==> config.mk <==
export PLATFORM = sky130hd
export DESIGN_NAME = button_debounce_press_timer_unit
export DESIGN_NICKNAME = d
export VERILOG_FILES = /design/src/sv/bdpt_pkg.sv /design/src/sv/button_debounce_press_timer_unit.sv /design/src/sv/bdpt_cfg.sv /design/src/sv/bdpt_core.sv
export SDC_FILE = /design/constraint.sdc
export NUM_CORES = 1
export LEC_CHECK = 0
export BUFFER_PORTS_ARGS = -buffer_cell sky130_fd_sc_hd__buf_2
export CORE_ASPECT_RATIO = 1.5
export CORE_MARGIN = 3
export CORE_UTILIZATION = 42
export DETAILED_ROUTE_END_ITERATION = 8
export HOLD_SLACK_MARGIN = 0.02
export PLACE_DENSITY = 0.7
export SLEW_MARGIN = 10
export SYNTH_ARGS = -nofsm -noshare
export SYNTH_HDL_FRONTEND = slang
export SYNTH_SLANG_ARGS = --single-unit
==> constraint.sdc <==
create_clock -name clk_i -period 4.5 [get_ports clk_i]
set_input_delay 0.9 -clock clk_i [delete_from_list [all_inputs] [get_ports clk_i]]
set_output_delay 0.9 -clock clk_i [all_outputs]
set_load 0.01 [all_outputs]
==> src/sv/bdpt_pkg.sv <==
// ============================================================================
// bdpt_pkg
// Shared types and constants for the button debounce press timer.
// ============================================================================
package bdpt_pkg;

  // Settle counter and debounce setting width
  localparam int unsigned SettleW = 16;
  // Width of the press duration on the result port
  localparam int unsigned DurOutW = 24;
  // Debounce setting after reset
  localparam logic [SettleW-1:0] DebounceReset = 16'd20;

  // Register file
  localparam int unsigned PaddrW = 3;
  localparam int unsigned PdataW = 32;
  localparam logic [0:0] RegDebounceTicks = 1'b0;

  // Debouncer phase codes
  localparam logic [1:0] PH_UP      = 2'd0;
  localparam logic [1:0] PH_FALLING = 2'd1;
  localparam logic [1:0] PH_DOWN    = 2'd2;
  localparam logic [1:0] PH_RISING  = 2'd3;

  // One result as produced by the core
  typedef struct packed {
    logic               debounced_pressed;
    logic               release_event;
    logic [DurOutW-1:0] press_duration;
    logic               led_on;
  } bdpt_result_t;

endpackage

==> src/sv/button_debounce_press_timer_unit.sv <==
// Path: a sample passes through the input register, then the result
//   register, and its result is shown from there.
// Throughput: one sample per cycle; the only stall comes from out_stall_i.
// Reset: rst_ni clears the debouncer to up, all counters to zero, the
//   debounce setting to 20 and both pipeline valids.
// ============================================================================
// button_debounce_press_timer_unit
// Four-state button debouncer with press timer and LED pulse replay.
// ============================================================================
module button_debounce_press_timer_unit import bdpt_pkg::*; #(
  parameter int unsigned DURATION_BITS = 24
) (
  input  logic               clk_i,
  input  logic               rst_ni,
  // sample channel
  input  logic               in_valid_i,
  output logic               in_stall_o,
  input  logic               button_level_i,
  // result channel
  output logic               out_valid_o,
  input  logic               out_stall_i,
  output logic               debounced_pressed_o,
  output logic               release_event_o,
  output logic [DurOutW-1:0] press_duration_o,
  output logic               led_on_o,
  // configuration
  input  logic               psel,
  input  logic               penable,
  input  logic               pwrite,
  input  logic [PaddrW-1:0]  paddr,
  input  logic [PdataW-1:0]  pwdata,
  output logic [PdataW-1:0]  prdata,
  output logic               pready
);

  logic               s1_valid_q;
  logic               s1_level_q;
  logic               out_valid_q;
  bdpt_result_t       out_q;
  bdpt_result_t       result;
  logic               out_hold;
  logic               s1_adv;
  logic [SettleW-1:0] debounce_ticks;

  bdpt_cfg u_cfg (
    .clk_i            (clk_i),
    .rst_ni           (rst_ni),
    .psel             (psel),
    .penable          (penable),
    .pwrite           (pwrite),
    .paddr            (paddr),
    .pwdata           (pwdata),
    .prdata           (prdata),
    .pready           (pready),
    .debounce_ticks_o (debounce_ticks)
  );

  // Pipeline control
  assign out_hold   = out_valid_q && out_stall_i;
  assign s1_adv     = s1_valid_q && !out_hold;
  assign in_stall_o = s1_valid_q && out_hold;

  // Input register
  always_ff @(posedge clk_i or negedge rst_ni) begin
    if (!rst_ni) begin
      s1_valid_q <= 1'b0;
    end else if (!in_stall_o) begin
      s1_valid_q <= in_valid_i;
    end
  end

  always_ff @(posedge clk_i) begin
    if (!in_stall_o && in_valid_i) begin
      s1_level_q <= button_level_i;
    end
  end

  bdpt_core #(
    .DurationBits (DURATION_BITS)
  ) u_core (
    .clk_i            (clk_i),
    .rst_ni           (rst_ni),
    .step_i           (s1_adv),
    .level_i          (s1_level_q),
    .debounce_ticks_i (debounce_ticks),
    .result_o         (result)
  );

  // Result register
  always_ff @(posedge clk_i or negedge rst_ni) begin
    if (!rst_ni) begin
      out_valid_q <= 1'b0;
    end else if (!out_hold) begin
      out_valid_q <= s1_valid_q;
    end
  end

  always_ff @(posedge clk_i) begin
    if (s1_adv) begin
      out_q <= result;
    end
  end

  assign out_valid_o         = out_valid_q;
  assign debounced_pressed_o = out_q.debounced_pressed;
  assign release_event_o     = out_q.release_event;
  assign press_duration_o    = out_q.press_duration;
  assign led_on_o            = out_q.led_on;

endmodule

==> src/sv/bdpt_cfg.sv <==
// ============================================================================
// bdpt_cfg
// APB register file holding the debounce tick setting.
// ============================================================================
module bdpt_cfg import bdpt_pkg::*; (
  input  logic               clk_i,
  input  logic               rst_ni,
  input  logic               psel,
  input  logic               penable,
  input  logic               pwrite,
  input  logic [PaddrW-1:0]  paddr,
  input  logic [PdataW-1:0]  pwdata,
  output logic [PdataW-1:0]  prdata,
  output logic               pready,
  output logic [SettleW-1:0] debounce_ticks_o
);

  logic [SettleW-1:0] debounce_ticks_q;
  logic               wr_en;
  logic               sel_debounce;

  assign pready       = 1'b1;
  assign sel_debounce = (paddr[PaddrW-1] == RegDebounceTicks);
  assign wr_en        = psel && penable && pwrite && sel_debounce;

  // Register write
  always_ff @(posedge clk_i or negedge rst_ni) begin
    if (!rst_ni) begin
      debounce_ticks_q <= DebounceReset;
    end else if (wr_en) begin
      debounce_ticks_q <= pwdata[SettleW-1:0];
    end
  end

  // Read back, unmapped offsets read zero
  assign prdata = sel_debounce ? PdataW'(debounce_ticks_q) : '0;

  assign debounce_ticks_o = debounce_ticks_q;

endmodule

==> src/sv/bdpt_core.sv <==
// ============================================================================
// bdpt_core
// Debounce state machine, press timer and LED pulse with one held replay.
// ============================================================================
module bdpt_core import bdpt_pkg::*; #(
  parameter int unsigned DurationBits = 24
) (
  input  logic               clk_i,
  input  logic               rst_ni,
  input  logic               step_i,
  input  logic               level_i,
  input  logic [SettleW-1:0] debounce_ticks_i,
  output bdpt_result_t       result_o
);

  localparam int unsigned ExtW = (DurationBits > DurOutW) ? DurationBits : DurOutW;
  localparam logic [DurationBits-1:0] DurMax = {DurationBits{1'b1}};
  localparam logic [DurationBits-1:0] DurOne = DurationBits'(1);

  logic [1:0]              phase_q,  phase_d;
  logic [SettleW-1:0]      settle_q, settle_d;
  logic [DurationBits-1:0] press_q,  press_d;
  logic [DurationBits-1:0] last_q,   last_d;
  logic [DurationBits-1:0] pulse_q,  pulse_d;
  logic                    pend_q,   pend_d;

  logic [DurationBits-1:0] pulse_dec;
  logic [SettleW-1:0]      settle_inc;
  logic                    settle_ok;
  logic                    rel;
  logic [ExtW-1:0]         dur_ext;

  // Saturating settle increment and threshold check
  assign settle_inc = (settle_q != '1) ? settle_q + SettleW'(1) : settle_q;
  assign settle_ok  = (settle_inc >= debounce_ticks_i);
  assign pulse_dec  = (pulse_q != '0) ? pulse_q - DurOne : pulse_q;

  // Next state for one sample
  always_comb begin
    phase_d  = phase_q;
    settle_d = settle_q;
    press_d  = press_q;
    last_d   = last_q;
    pulse_d  = pulse_dec;
    pend_d   = pend_q;
    rel      = 1'b0;

    // replay held event once the pulse has run out
    if (pulse_dec == '0 && pend_q) begin
      pulse_d = last_q;
      pend_d  = 1'b0;
    end

    // press timer, saturating
    if ((phase_q == PH_DOWN || phase_q == PH_RISING) && press_q != DurMax) begin
      press_d = press_q + DurOne;
    end

    case (phase_q)
      PH_UP: begin
        if (!level_i) begin
          phase_d  = PH_FALLING;
          settle_d = '0;
        end
      end
      PH_FALLING: begin
        if (!level_i) begin
          settle_d = settle_inc;
          if (settle_ok) begin
            phase_d = PH_DOWN;
            press_d = '0;
          end
        end else begin
          phase_d = PH_UP;
        end
      end
      PH_DOWN: begin
        if (level_i) begin
          phase_d  = PH_RISING;
          settle_d = '0;
        end
      end
      PH_RISING: begin
        if (level_i) begin
          settle_d = settle_inc;
          if (settle_ok) begin
            phase_d = PH_UP;
            last_d  = press_d;
            rel     = 1'b1;
          end
        end else begin
          phase_d = PH_DOWN;
        end
      end
      default: begin
        phase_d = PH_UP;
      end
    endcase

    // confirmed release starts a pulse or is held
    if (rel) begin
      if (pulse_d == '0) begin
        pulse_d = last_d;
      end else begin
        pend_d = 1'b1;
      end
    end
  end

  // State registers
  always_ff @(posedge clk_i or negedge rst_ni) begin
    if (!rst_ni) begin
      phase_q  <= PH_UP;
      settle_q <= '0;
      press_q  <= '0;
      last_q   <= '0;
      pulse_q  <= '0;
      pend_q   <= 1'b0;
    end else if (step_i) begin
      phase_q  <= phase_d;
      settle_q <= settle_d;
      press_q  <= press_d;
      last_q   <= last_d;
      pulse_q  <= pulse_d;
      pend_q   <= pend_d;
    end
  end

  // Result fields from the state after this sample
  assign dur_ext = ExtW'(last_d);

  always_comb begin
    result_o.debounced_pressed = (phase_d == PH_DOWN) || (phase_d == PH_RISING);
    result_o.release_event     = rel;
    result_o.press_duration    = dur_ext[DurOutW-1:0];
    result_o.led_on            = (pulse_d != '0);
  end

endmodule

==> impl_metrics.yaml, run 1 <==
run_status:
  run_status: "finished clean"
yosys:
  synthSimpleGateAreaFrac_pct: 21.4
  synth_mux_area_share_pct: 3.53
  synth-xor-area-share_pct: 4.91
  syn_avg_cell_area_um2: 9.20
  synth_compound_area_share_pct: 17.8
  yosys_warnings: 0
  synth_edf_count: 28
  syn-cell-area_mm2: 0.00820
  ys_types: 84
  synthAdderAreaFrac_pct: 3.05
  synth_top_family_by_area: "simple AND/OR/NAND/NOR gates"
  ys_seq_elements: 137
  seq_area_frac_synth_pct: 43.6
  syn_inst: 891
  synthFlopType: "dfrtp_1"
  ys_async_sr_fraction_pct: 79.6
timing:
  fin_skew_ps: 9.85
  holdWs_ps: 506
  slew_viol_final: 0
  fin_crit_sh_pct: 95.4
  finalHoldViolCount: 0
  fmax_mhz: 233
  finalSetupTns_ps: 0
  slew_headroom_pct: 38.8
  tightest_slew_ps: 915
  setup_viol: 0
  fin_crit_ps: 4290
routing:
  vias_per_cell: 5.72
  wl_met2_mm: 11.9
  met3_length_um: 962
  highest_layer: "met4"
  drtIter0Drc: 606
  wl_met1_mm: 8.74
  drt_drc_violations_left: 0
  finalWirelength_mm: 22.9
  dr.pass1.iters: 5
  final_antenna_net_count: 0
  detailroute.via_count: 7134
  wire_per_inst_um: 18.4
finish:
  drive_gt1_share_pct: 20.9
  nets: 1042
  final_common_cell: "dfrtp_1"
  area_growth_pct: 17.0
  final_cell_mix: "107 x dfrtp_1, 98 x nand2_1, 77 x nor2_1"
  finalNonFillerCells: 1247
  antennaDiodeCount: 0
placed_design:
  place.gp.congestion: 0.923
  dp.cells: 1212
  dp_hpwl_mm: 16.8
  port_buffers: 69
die:
  core-area_mm2: 0.0192
  die_y_um: 177
  die_x_um: 120
  row_count: 62
  dieArea_mm2: 0.0213
  start_util_pct: 42.8
  io_pins: 105
global_route:
  grt_pass1_wl_mm: 35.8
  grt_max_degree: 64
  grt_usage_pct: 21.5
  grt_pass1_vias: 6851
  antenna_found_initial: 0
  gr-total-overflow: 0
power:
  p_leak_nw: 4.15
  irDropWorstVdd_mv: 0.282
  power_density_mw_per_mm2: 474
  p_total_mw: 4.55
critical_path:
  cp-startpoint: "u_core.settle_q[3]"
  critPathMaxStageDelay_ps: 380
  cp_slowest_cell: "dfrtp_1"
  crit_buf_inv: 0
  cp_top_family: "simple AND/OR/NAND/NOR gates"
  worstSetupPathType: "flip-flop to flip-flop"
  end_kind: "flip-flop"
  critPathMaxFanout: 4
  startpoint_type: "flip-flop"
  r2r-start: "u_core.settle_q[3]"
  crit_path_cell_trace: "and3_1, and3_1, nand2_2, or2_2, nor2_2, nor2_1, nand3_2, xnor2_1, ha_1, a21o_1, a21o_1, a21o_1, a22o_1, a31o_2, nor2b_2, nand3_1, nand3_1, a211o_1, a221o_1"
  cp.required_ps: 4680
  crit_arrival_ps: 4470
  crit_path_frequent_cell: "a21o_1"
cts:
  clockBufferDepth: 2
  postCtsHoldBufs: 0
  cts_buffers: 17
  htreeDepth: 4
  clock_sinks: 137
  clockRootBuffer: "clkbuf_16"
  cts_tree: "done"
  cts.clk_slew.worst_paths_ps: 60
  clk_latency_ps: 430
hold_path:
  worst_hold_path_type: "flip-flop to flip-flop"
  min-delay-start: "u_cfg.debounce_ticks_o[9]"
flow_run:
  drv_cap: 0
cell type report:
cell class,instances,area (um^2)
Sequential cell,137,3570
Tap cell,256,320
Multi-Input combinational cell,679,4240
Fill cell,1834,9570
Timing Repair Buffer,111,676
Clock inverter,11,219
Inverter,33,124
Clock buffer,20,447
per-stage QoR:
stage                     setup WS (ps)  util (%)  instance area, um^2
after floorplan                     389         -                 8250
after global placement              127      46.3                 8880
after detailed placement            137      46.3                 8880
after CTS                          51.8      49.8                 9550
after global routing              -33.1      50.1                 9590
final                               207      50.1                 9590
flip-flops by register name, summed over array words and instances (netlist names):
signal / count
press_duration_o: 24
u_core.last_q: 24
u_core.press_q: 24
u_core.pulse_q: 24
u_cfg.debounce_ticks_o: 16
u_core.settle_q: 16
u_core.phase_q: 2
debounced_pressed_o: 1
led_on_o: 1
out_valid_o: 1
release_event_o: 1
s1_level_q: 1
s1_valid_q: 1
u_core.pend_q: 1
worst paths after layout:
check,slack [ps],cells past startpoint,end
max reg2reg,210,19,led_on_o
max,210,19,led_on_o
min,510,1,u_cfg.debounce_ticks_o[9]
min reg2reg,510,1,u_cfg.debounce_ticks_o[9]
max in group asynchronous,3050,2,u_core.settle_q[12]
min in group asynchronous,570,1,u_cfg.debounce_ticks_o[0]
repair_timing:
action | 4_1_cts | 5_1_grt
gates resized for setup | 0 | 6
hold endpoints to repair | 0 | 0
endpoints found under the setup margin | 0 | 26
setup buffers | 0 | 4
Yosys cell counts (all sizes together) (3+ instances only):
| cell type | number | area [um^2] |
|---|---|---|
| dfrtp | 107 | 2680 |
| nand2b | 5 | 31.3 |
| and2 | 8 | 50.1 |
| mux2 | 23 | 259 |
| or4 | 5 | 48.8 |
| inv | 33 | 124 |
| nand3 | 33 | 170 |
| nor2b | 4 | 25.0 |
| edfxtp | 28 | 841 |
| a21o | 10 | 76.3 |
| nor4 | 14 | 121 |
| a211o | 3 | 26.3 |
| xor2 | 11 | 96.3 |
| buf | 25 | 210 |
| nor2 | 80 | 310 |
| clkbuf | 32 | 130 |
| or3 | 8 | 51.3 |
| or2 | 10 | 62.6 |
| nand4 | 20 | 125 |
| and3 | 14 | 98.9 |
| nor3 | 21 | 110 |
| o31ai | 12 | 90.1 |
| mux2i | 3 | 30.0 |
| ha | 20 | 250 |
| a22o | 19 | 168 |
| o21ai | 83 | 419 |
| and4 | 8 | 72.6 |
| a221o | 3 | 30.0 |
| a21oi | 60 | 300 |
| a31oi | 8 | 50.1 |
| o21a | 7 | 52.6 |
| xnor2 | 32 | 307 |
| o22ai | 4 | 25.0 |
| nand2 | 99 | 372 |
| a41oi | 4 | 35.0 |
| nor4b | 3 | 26.3 |
per-layer routing:
metal,GRT usage [%],up-vias
met1,23.4,3436
li1,-,3389
met2,38.4,234
met5,0,-
met3,3.90,75
met4,13.4,0
power by group:
part	total [mW]	switching, mW	internal [mW]
registers	1.68	0.228	1.45
logic	1.26	0.738	0.527
clock network	1.61	0.552	1.05
worst reg2reg max path, delay by kind of cell (launching register included):
kind | cells | cell delay (ps)
AND/OR/NAND/NOR | 10 | 1670
AO/OA/AOI/OAI | 7 | 1570
flip-flops | 1 | 380
adder cells (fa/ha/maj) | 1 | 270
XOR/XNOR | 1 | 140
cells by family after synthesis:
logic type / count (synthesis)
AO/OA/AOI/OAI: 233
XOR/XNOR: 43
adder cells (fa/ha/maj): 20
buffers and inverters: 90
flip-flops: 137
multiplexers: 26
other: 2
AND/OR/NAND/NOR: 340
No activity file was read; power rests on OpenSTA's default activity.
==> inputs of run 2 (changes only) <==
--- a/config.mk
+++ b/config.mk
@@ -5,12 +5,14 @@
 export SDC_FILE = /design/constraint.sdc
 export NUM_CORES = 1
 export LEC_CHECK = 0
+export ABC_CLOCK_PERIOD_IN_PS = 4500
 export BUFFER_PORTS_ARGS = -buffer_cell sky130_fd_sc_hd__buf_2
 export CORE_ASPECT_RATIO = 1.5
 export CORE_MARGIN = 3
 export CORE_UTILIZATION = 42
 export DETAILED_ROUTE_END_ITERATION = 8
 export HOLD_SLACK_MARGIN = 0.02
+export MAX_ROUTING_LAYER = met4
 export PLACE_DENSITY = 0.7
 export SLEW_MARGIN = 10
 export SYNTH_ARGS = -nofsm -noshare
==> impl_metrics.yaml, run 2 (synthesized netlist as in run 1, its figures left out) <==
run_status:
  run_status: "finished clean"
power:
  p_int_mw: 2.87
  power_density_mw_per_mm2: 464
  p_leak_nw: 4.09
  sw_frac_of_total_pct: 34.8
  power_switching_mw: 1.54
  comb_power_share_pct: 29.6
  p_seq_share_pct: 37.7
  irDropWorstVdd_mv: 0.282
  power_frac_clock_pct: 32.6
timing:
  fmax_mhz: 231
  slew_viol_final: 0
  setup_viol: 0
  fin_skew_ps: 9.21
  tightest_slew_ps: 898
  finalSetupTns_ps: 0
  rsz0062_at_grt: "true"
  holdWs_ps: 499
  finalHoldViolCount: 0
  fin_crit_sh_pct: 96.4
  slew_headroom_pct: 39.8
  fin_ws_ps: 162
  fin_crit_ps: 4340
cts:
  clock_sinks: 137
  clk_latency_ps: 430
  cts_tree: "done"
  clockRootBuffer: "clkbuf_16"
  cts_buffers: 17
  htreeDepth: 4
  clockBufferDepth: 2
  cts.clk_slew.worst_paths_ps: 60
routing:
  dr.pass1.iters: 5
  drtIter0Drc: 554
  drt_drc_violations_left: 0
  detailroute.via_count: 7089
  final_antenna_net_count: 0
  finalWirelength_mm: 22.8
  vias_per_cell: 5.70
  wire_per_inst_um: 18.3
global_route:
  grt_usage_pct: 22.4
  grt_pass1_vias: 7060
  gr-total-overflow: 0
  grt_pass1_wl_mm: 36.5
  antenna_found_initial: 0
  grt_max_degree: 63
die:
  row_count: 62
  dieArea_mm2: 0.0213
  die_y_um: 177
  start_util_pct: 42.8
  io_pins: 105
  die_x_um: 120
  core-area_mm2: 0.0192
critical_path:
  reg2reg_to: "led_on_o"
  r2r-start: "u_core.settle_q[3]"
  critPathMaxFanout: 5
  cp.required_ps: 4680
  end_kind: "flip-flop"
  reg2regPathDepth: 20
  crit_end: "led_on_o"
  crit_arrival_ps: 4520
  cp-startpoint: "u_core.settle_q[3]"
  worstSetupPathType: "flip-flop to flip-flop"
  regToRegSetupSlack_ps: 160
  startpoint_type: "flip-flop"
finish:
  final_cell_mix: "107 x dfrtp_1, 97 x nand2_1, 77 x nor2_1"
  drive_gt1_share_pct: 20.7
  area_growth_pct: 15.9
  finalNonFillerCells: 1244
  multiInputGateArea_mm2: 0.00424
  seq_area_mm2: 0.00357
  final_common_cell: "dfrtp_1"
  fill_cells: 1793
  nets: 1038
  antennaDiodeCount: 0
placed_design:
  place.gp.congestion: 0.941
  dp.cells: 1211
  dp_hpwl_mm: 16.9
  place_ws_ps: 97.0
  port_buffers: 69
flow_run:
  drv_cap: 0
hold_path:
  worst_hold_path_type: "flip-flop to flip-flop"
-- run 2: cell types whose count changed in the layout (fill, tap and decap cells not counted), moves of 2 or more --
cell and change:
inv_6 +3, buf_4 -4, bufinv_16 -3, clkinv_1 +3, clkbuf_1 -2, clkinvlp_4 +2
-- run 2: layout make-up --
type | instances | area share, %
clock buffers | 17 | 4.48
clock inverters | 15 | 1.82
inverters | 33 | 1.30
multi-input cells | 679 | 44.7
flip-flops and latches | 137 | 37.6
well taps | 256 | 3.37
repair buffers | 107 | 6.79
-- run 2: power by group through the flow --
stage / clock, mW / sequential, mW / combinational (mW)
2_1_floorplan: 0 / 1.63 / 0.893
3_3_place_gp: 0 / 1.68 / 1.27
3_5_place_dp: 0 / 1.68 / 1.28
4_1_cts: 1.46 / 1.66 / 1.29
5_1_grt: 1.51 / 1.69 / 1.45
6_report: 1.44 / 1.66 / 1.30
-- run 2: worst min path at each step --
stage / startpoint / to / slack (ps) / cells after the start
after floorplan: s1_valid_q / out_valid_o / 460 / 1
after global placement: s1_valid_q / out_valid_o / 460 / 1
after detailed placement: s1_valid_q / out_valid_o / 480 / 1
after CTS: s1_valid_q / out_valid_o / 500 / 1
after global routing: u_cfg.debounce_ticks_o[15] / u_cfg.debounce_ticks_o[15] / 510 / 1
final: s1_valid_q / out_valid_o / 500 / 1
-- run 2: layer usage --
layer / vias to the layer above / routed length [um] / track usage (%)
li1: 3376 / - / -
met1: 3420 / 8670 / 23.5
met2: 215 / 12000 / 39.2
met3: 78 / 909 / 3.97
met4: 0 / 1250 / 13.2
met5: - / 0 / -
-- run 2: worst max-delay path: stages, from the launching register on --
cell and delay (ps):
dfrtp_1 410, and3_4 210, and3_1 200, nand2_1 110, or2_2 350, nor2_2 130
nor2_1 50, nand3_1 130, xnor2_1 160, ha_1 280, a21o_1 180, a21o_1 160
a21o_1 200, a22o_1 180, a31o_2 250, nor2b_2 200, buf_4 160, nand3_1 90
nand3_1 90, or2_1 210, a221o_1 320
-- run 2: what timing repair did --
action | in CTS | in global routing
hold endpoints to repair | 0 | 0
setup endpoints to repair | 0 | 41
hold buffers | 0 | 0
setup buffers | 0 | 1
gates resized for setup | 0 | 8
-- run 2: per-stage QoR --
step	utilization [%]	power [mW]	instance area [um^2]
after floorplan	-	2.52	8250
after global placement	46.3	2.94	8870
after detailed placement	46.3	2.96	8870
after CTS	49.4	4.41	9470
after global routing	49.6	4.65	9500
final	49.6	4.41	9500
